File: config.mk
export PLATFORM = sky130hd
export DESIGN_NAME = cmpf_ctrl
export DESIGN_NICKNAME = d
export VERILOG_FILES = /design/src/design/cmpf_pkg.sv /design/src/design/cmpf_ctrl.sv
export SDC_FILE = /design/constraint.sdc
export NUM_CORES = 1
export LEC_CHECK = 0
export ABC_AREA = 0
export BUFFER_PORTS_ARGS = -buffer_cell sky130_fd_sc_hd__buf_2
export CAP_MARGIN = 0
export CORE_AREA = 4 4 41 43
export DETAILED_ROUTE_END_ITERATION = 7
export DIE_AREA = 0 0 45 47
export PLACE_DENSITY = 0.7
export SLEW_MARGIN = 20
export SYNTH_ARGS = -nofsm -noshare
export SYNTH_HDL_FRONTEND = slang
export SYNTH_SLANG_ARGS = --single-unit
export TNS_END_PERCENT = 1
File: constraint.sdc
create_clock -name clk -period 3.73 [get_ports clk]
set_input_delay 0.5595 -clock clk [delete_from_list [all_inputs] [get_ports clk]]
set_output_delay 0.5595 -clock clk [all_outputs]
set_load 0.02 [all_outputs]
File: src/design/cmpf_pkg.sv
// Shared definitions for the circle-mode paint filter: register codes,
// constants, and the command/status types between controller and datapath.
// No dependencies.
package cmpf_pkg;

    localparam int DEF_MAX_WIDTH   = 256;
    localparam int DEF_MAX_HEIGHT  = 256;
    localparam int DEF_MAX_SAMPLES = 200;
    localparam int DEF_NUM_BINS    = 256;
    localparam int DEF_MAX_RADIUS  = 32;

    localparam int CFG_DATA_W = 9;
    localparam int CFG_IDX_W  = 3;

    typedef enum logic [CFG_IDX_W-1:0] {
        REG_WIDTH   = 3'd0,
        REG_HEIGHT  = 3'd1,
        REG_RADIUS  = 3'd2,
        REG_SAMPLES = 3'd3,
        REG_SMOOTH  = 3'd4,
        REG_CHROMA  = 3'd5
    } cfg_reg_t;

    localparam logic [8:0] RST_WIDTH   = 9'd256;
    localparam logic [8:0] RST_HEIGHT  = 9'd256;
    localparam logic [5:0] RST_RADIUS  = 6'd4;
    localparam logic [7:0] RST_SAMPLES = 8'd4;
    localparam logic [7:0] RST_SMOOTH  = 8'd8;
    localparam logic       RST_CHROMA  = 1'b1;

    localparam int         ROUND_BIAS     = 127;
    localparam int         FULL_SCALE     = 255;
    localparam int         RECIP_SCALE    = 257;
    localparam int         RECIP_SHIFT    = 16;
    localparam int         LUMA_MIN_COUNT = 15;
    localparam logic [7:0] NEUTRAL_CHROMA = 8'd128;

    typedef enum logic [4:0] {
        OP_NONE,
        OP_LOAD,
        OP_START,
        OP_CENTER,
        OP_GEN_INIT,
        OP_GEN_STEP,
        OP_PICK_INIT,
        OP_PICK_STEP,
        OP_TBL_SET,
        OP_CLR_STEP,
        OP_SAMP_INIT,
        OP_SAMP_STEP,
        OP_SCAN_INIT,
        OP_SCAN_STEP,
        OP_DIV_INIT,
        OP_DIV_STEP,
        OP_OUT_LOAD
    } cmpf_op_t;

    typedef struct packed {
        cmpf_op_t op;
    } cmpf_cmd_t;

    typedef struct packed {
        logic table_valid;
        logic gen_done;
        logic pick_done;
        logic clr_last;
        logic samp_done;
        logic scan_last;
        logic div_done;
    } cmpf_stat_t;

endpackage

File: src/design/cmpf_ctrl.sv
// Controller for the circle-mode paint filter: sequences table build,
// histogram clear, sampling, peak scan, division and result transfer.
// Depends on cmpf_pkg.
module cmpf_ctrl
    import cmpf_pkg::*;
(
    input  logic       clk,
    input  logic       rst_n,
    input  logic       in_valid,
    output logic       in_ready,
    input  logic       mode,
    output logic       out_valid,
    input  logic       out_ready,
    input  cmpf_stat_t stat,
    output cmpf_cmd_t  cmd
);

    typedef enum logic [3:0] {
        S_IDLE,
        S_CTR,
        S_GEN_INIT,
        S_GEN,
        S_PICK_INIT,
        S_PICK,
        S_CLR,
        S_SAMP_INIT,
        S_SAMP,
        S_SCAN_INIT,
        S_SCAN,
        S_DIV_INIT,
        S_DIV,
        S_FIN
    } state_t;

    state_t state_reg, state_next;
    logic   out_valid_reg, out_valid_next;

    assign in_ready  = (state_reg == S_IDLE);
    assign out_valid = out_valid_reg;

    always_comb
    begin
        state_next     = state_reg;
        out_valid_next = out_valid_reg && !out_ready;
        cmd.op         = OP_NONE;
        unique case (state_reg)
            S_IDLE:
            begin
                if (in_valid)
                begin
                    if (mode)
                    begin
                        cmd.op     = OP_START;
                        state_next = S_CTR;
                    end
                    else
                    begin
                        cmd.op = OP_LOAD;
                    end
                end
            end
            S_CTR:
            begin
                cmd.op     = OP_CENTER;
                state_next = stat.table_valid ? S_CLR : S_GEN_INIT;
            end
            S_GEN_INIT:
            begin
                cmd.op     = OP_GEN_INIT;
                state_next = S_GEN;
            end
            S_GEN:
            begin
                cmd.op = OP_GEN_STEP;
                if (stat.gen_done)
                    state_next = S_PICK_INIT;
            end
            S_PICK_INIT:
            begin
                cmd.op     = OP_PICK_INIT;
                state_next = S_PICK;
            end
            S_PICK:
            begin
                if (stat.pick_done)
                begin
                    cmd.op     = OP_TBL_SET;
                    state_next = S_CLR;
                end
                else
                begin
                    cmd.op = OP_PICK_STEP;
                end
            end
            S_CLR:
            begin
                cmd.op = OP_CLR_STEP;
                if (stat.clr_last)
                    state_next = S_SAMP_INIT;
            end
            S_SAMP_INIT:
            begin
                cmd.op     = OP_SAMP_INIT;
                state_next = S_SAMP;
            end
            S_SAMP:
            begin
                if (stat.samp_done)
                    state_next = S_SCAN_INIT;
                else
                    cmd.op = OP_SAMP_STEP;
            end
            S_SCAN_INIT:
            begin
                cmd.op     = OP_SCAN_INIT;
                state_next = S_SCAN;
            end
            S_SCAN:
            begin
                cmd.op = OP_SCAN_STEP;
                if (stat.scan_last)
                    state_next = S_DIV_INIT;
            end
            S_DIV_INIT:
            begin
                cmd.op     = OP_DIV_INIT;
                state_next = S_DIV;
            end
            S_DIV:
            begin
                if (stat.div_done)
                    state_next = S_FIN;
                else
                    cmd.op = OP_DIV_STEP;
            end
            S_FIN:
            begin
                // hold the result until the output register is free
                if (!out_valid_reg || out_ready)
                begin
                    cmd.op         = OP_OUT_LOAD;
                    out_valid_next = 1'b1;
                    state_next     = S_IDLE;
                end
            end
            default:
            begin
                state_next = S_IDLE;
            end
        endcase
    end

    always_ff @(posedge clk or negedge rst_n)
    begin
        if (!rst_n)
        begin
            state_reg     <= S_IDLE;
            out_valid_reg <= 1'b0;
        end
        else
        begin
            state_reg     <= state_next;
            out_valid_reg <= out_valid_next;
        end
    end

endmodule

==> impl_metrics.yaml <==
outcome:
  status: "finished clean"
placement:
  io_buffers: 18
  dp_hpwl_um: 948
  place_area_sq_um: 646
  gp_congestion: 0.777
global_route:
  grt_pass1_vias: 493
  antenna_found_initial: 0
  grt_pass1_wl_um: 2100
  track_usage: 0.136
  overflow: 0
  grt_max_degree: 21
min_path:
  hold_path_class: "in2async"
timing:
  finalSetupTns_ns: 0
  setup_viol: 0
  finClkSkew_ns: 0.00853
  maxSlewHeadroom: 0.584
  fin_crit_sh: 0.677
  maxSlewViolCount: 0
  max_freq_mhz: 396
  grt_setup_unrepaired: "false"
  hold_viol: 0
  holdWs_ns: 0.114
  layout_min_cycle_time_ns: 2.53
  worst_slew_pin_slew_ns: 0.624
route:
  drtIter0Drc: 18
  wl_um: 1270
  wl_met1_um: 651
  first_pass_iters: 4
  vias: 552
  avgRoutedWirePerCell_um: 12.8
  viasPerCell: 5.58
  dr.max_layer_used: "met3"
  drc: 0
  ant_nets: 0
  wl_met3_um: 39
  dr_wl_met2_um: 577
logic_synthesis:
  synth_edf_count: 0
  synth_seq_cells: 5
  yosys-top-cells-count: "a21oi_1 (8), nand2_1 (6), nor2_1 (6)"
  yosys.area.top_type: "dfrtp_1"
  syn_nets: 80
  synth_top_area_frac: 0.217
  yosysMostFrequentCell: "a21oi_1"
  syn_area_per_cell_sq_um: 8.46
  syn-cell-area_sq_um: 576
  syn_inst: 68
  ys_types: 32
  synth_ff_type: "dfrtp_1"
  synth_warnings: 0
  synthTopCellsByArea: "dfrtp_1 (22%), a21oi_1 (7.0%), nand2b_1 (5.4%)"
  synthArstFlopShare: 1.00
  ys_seq_area_frac: 0.217
clocking:
  cts_tree: "yes"
  clockRootBuffer: "clkbuf_4"
  clkLatencyLatePin_ns: 0.24
  post_cts_resized: 0
  cts_setup_buffers: 0
  clockBufferDepth: 2
  clk_pin_slew_ns: 0.05
  cts_hold_buf: 0
  cts.sinks: 5
  cts_made_buffers: 3
  htree_levels: 1
run:
  drv_cap: 0
final_layout:
  diodes: 0
  layout-drive-gt1-share: 0.345
  largest_register_ffs: 4
  final_core_utilization: 0.516
  nets: 97
  fin_area_sq_um: 672
  syn_to_final_growth_pct: 16.7
power_and_ir_drop:
  total_power_mw: 0.661
  leakagePower_nw: 0.294
  net-switching-power_mw: 0.345
  swShare: 0.522
  internal_power_mw: 0.316
  clkPwrFrac: 0.096
  pwr-share-seq: 0.270
  p_per_area_nw_per_um2: 984
  ir_drop_mv: 0.590
  combPwrFrac: 0.634
floorplanning:
  coreArea_sq_um: 1300
  die_h_um: 47
  die_area_sq_um: 2120
  num_io_pins: 19
  die_width_um: 45
  start_util: 0.442
  std_cell_rows: 13
worst_setup_path:
  cp-end-kind: "output pin"
  crit_type: "reg2out"
  worst-endpoint-required_ns: 3.17
  path_max_fanout: 20
  worst_setup_path_start_kind: "flip-flop"
  arrival_ns: 1.97
## placed cells by master (no fill, tap or decap), types with 2 or more instances in the layout
master    netlist  routed
o21ai_1         4       4
clkbuf_4        0       3
nor2_1          6       6
a21oi_1         8       8
buf_2           1      18
nand2b_1        5       5
o21ai_0         4       4
nor3_1          2       2
dfrtp_1         5       5
nand2_1         6       6
mux2i_1         2       2
## kinds of logic after synthesis
logic type	after synthesis	share of synthesized area
and+or+nand+nor	26	0.274
muxes	4	0.0804
DFF	5	0.217
buffers and inverters	7	0.0739
AOI/OAI and AO/OA	25	0.339
xor gates and xnor gates	1	0.0152
## cell type report
| cell class | count | area, sq um |
|---|---|---|
| Clock buffer | 4 | 26.3 |
| Fill cell | 127 | 629 |
| Inverter | 1 | 3.75 |
| Multi-Input combinational cell | 56 | 408 |
| Sequential cell | 5 | 125 |
| Tap cell | 15 | 18.8 |
| Timing Repair Buffer | 18 | 90.1 |
## through the flow
step	setup WS (ns)	cells
2_1_floorplan	1.79	68
3_3_place_gp	1.49	95
3_5_place_dp	1.47	95
4_1_cts	1.20	99
5_1_grt	1.03	99
6_report	1.20	99
## power groups by stage
stage,Combinational (mW),Sequential (mW),Clock (mW)
after CTS,0.425,0.178,0.0652
after global routing,0.462,0.191,0.0712
after detailed placement,0.421,0.180,0
after global placement,0.423,0.178,0
final,0.419,0.179,0.0632
after floorplan,0.415,0.106,0
## metal layers
layer  vias up  global-route usage
met1       258               0.189
li1        285                   -
met4         0              0.0351
met2         9               0.209
met3         0              0.0345
met5         -                   0
## final timing paths
kind,startpoint,endpoint,slack (ns),cells after the start
worst max-delay path,state_reg[0]$_DFFE_PN0P_,cmd[0],1.20,5
worst min-delay path,rst_n,state_reg[0]$_DFFE_PN0P_,0.11,1
worst max register to register,state_reg[0]$_DFFE_PN0P_,state_reg[0]$_DFFE_PN0P_,1.79,4
worst min register to register,out_valid$_DFF_PN0_,out_valid$_DFF_PN0_,0.54,2
max in group asynchronous,rst_n,state_reg[3]$_DFFE_PN0P_,3.48,1
min in group clk,out_valid$_DFF_PN0_,out_valid$_DFF_PN0_,0.54,2
## critical path: stages (launching register included)
cell and delay, ns:
dfrtp_1 0.73, nand2b_1 0.22, o32ai_4 0.42, nor2_1 0.09, o21ai_1 0.08, buf_2 0.18
Power figures use the tool's default switching activity.
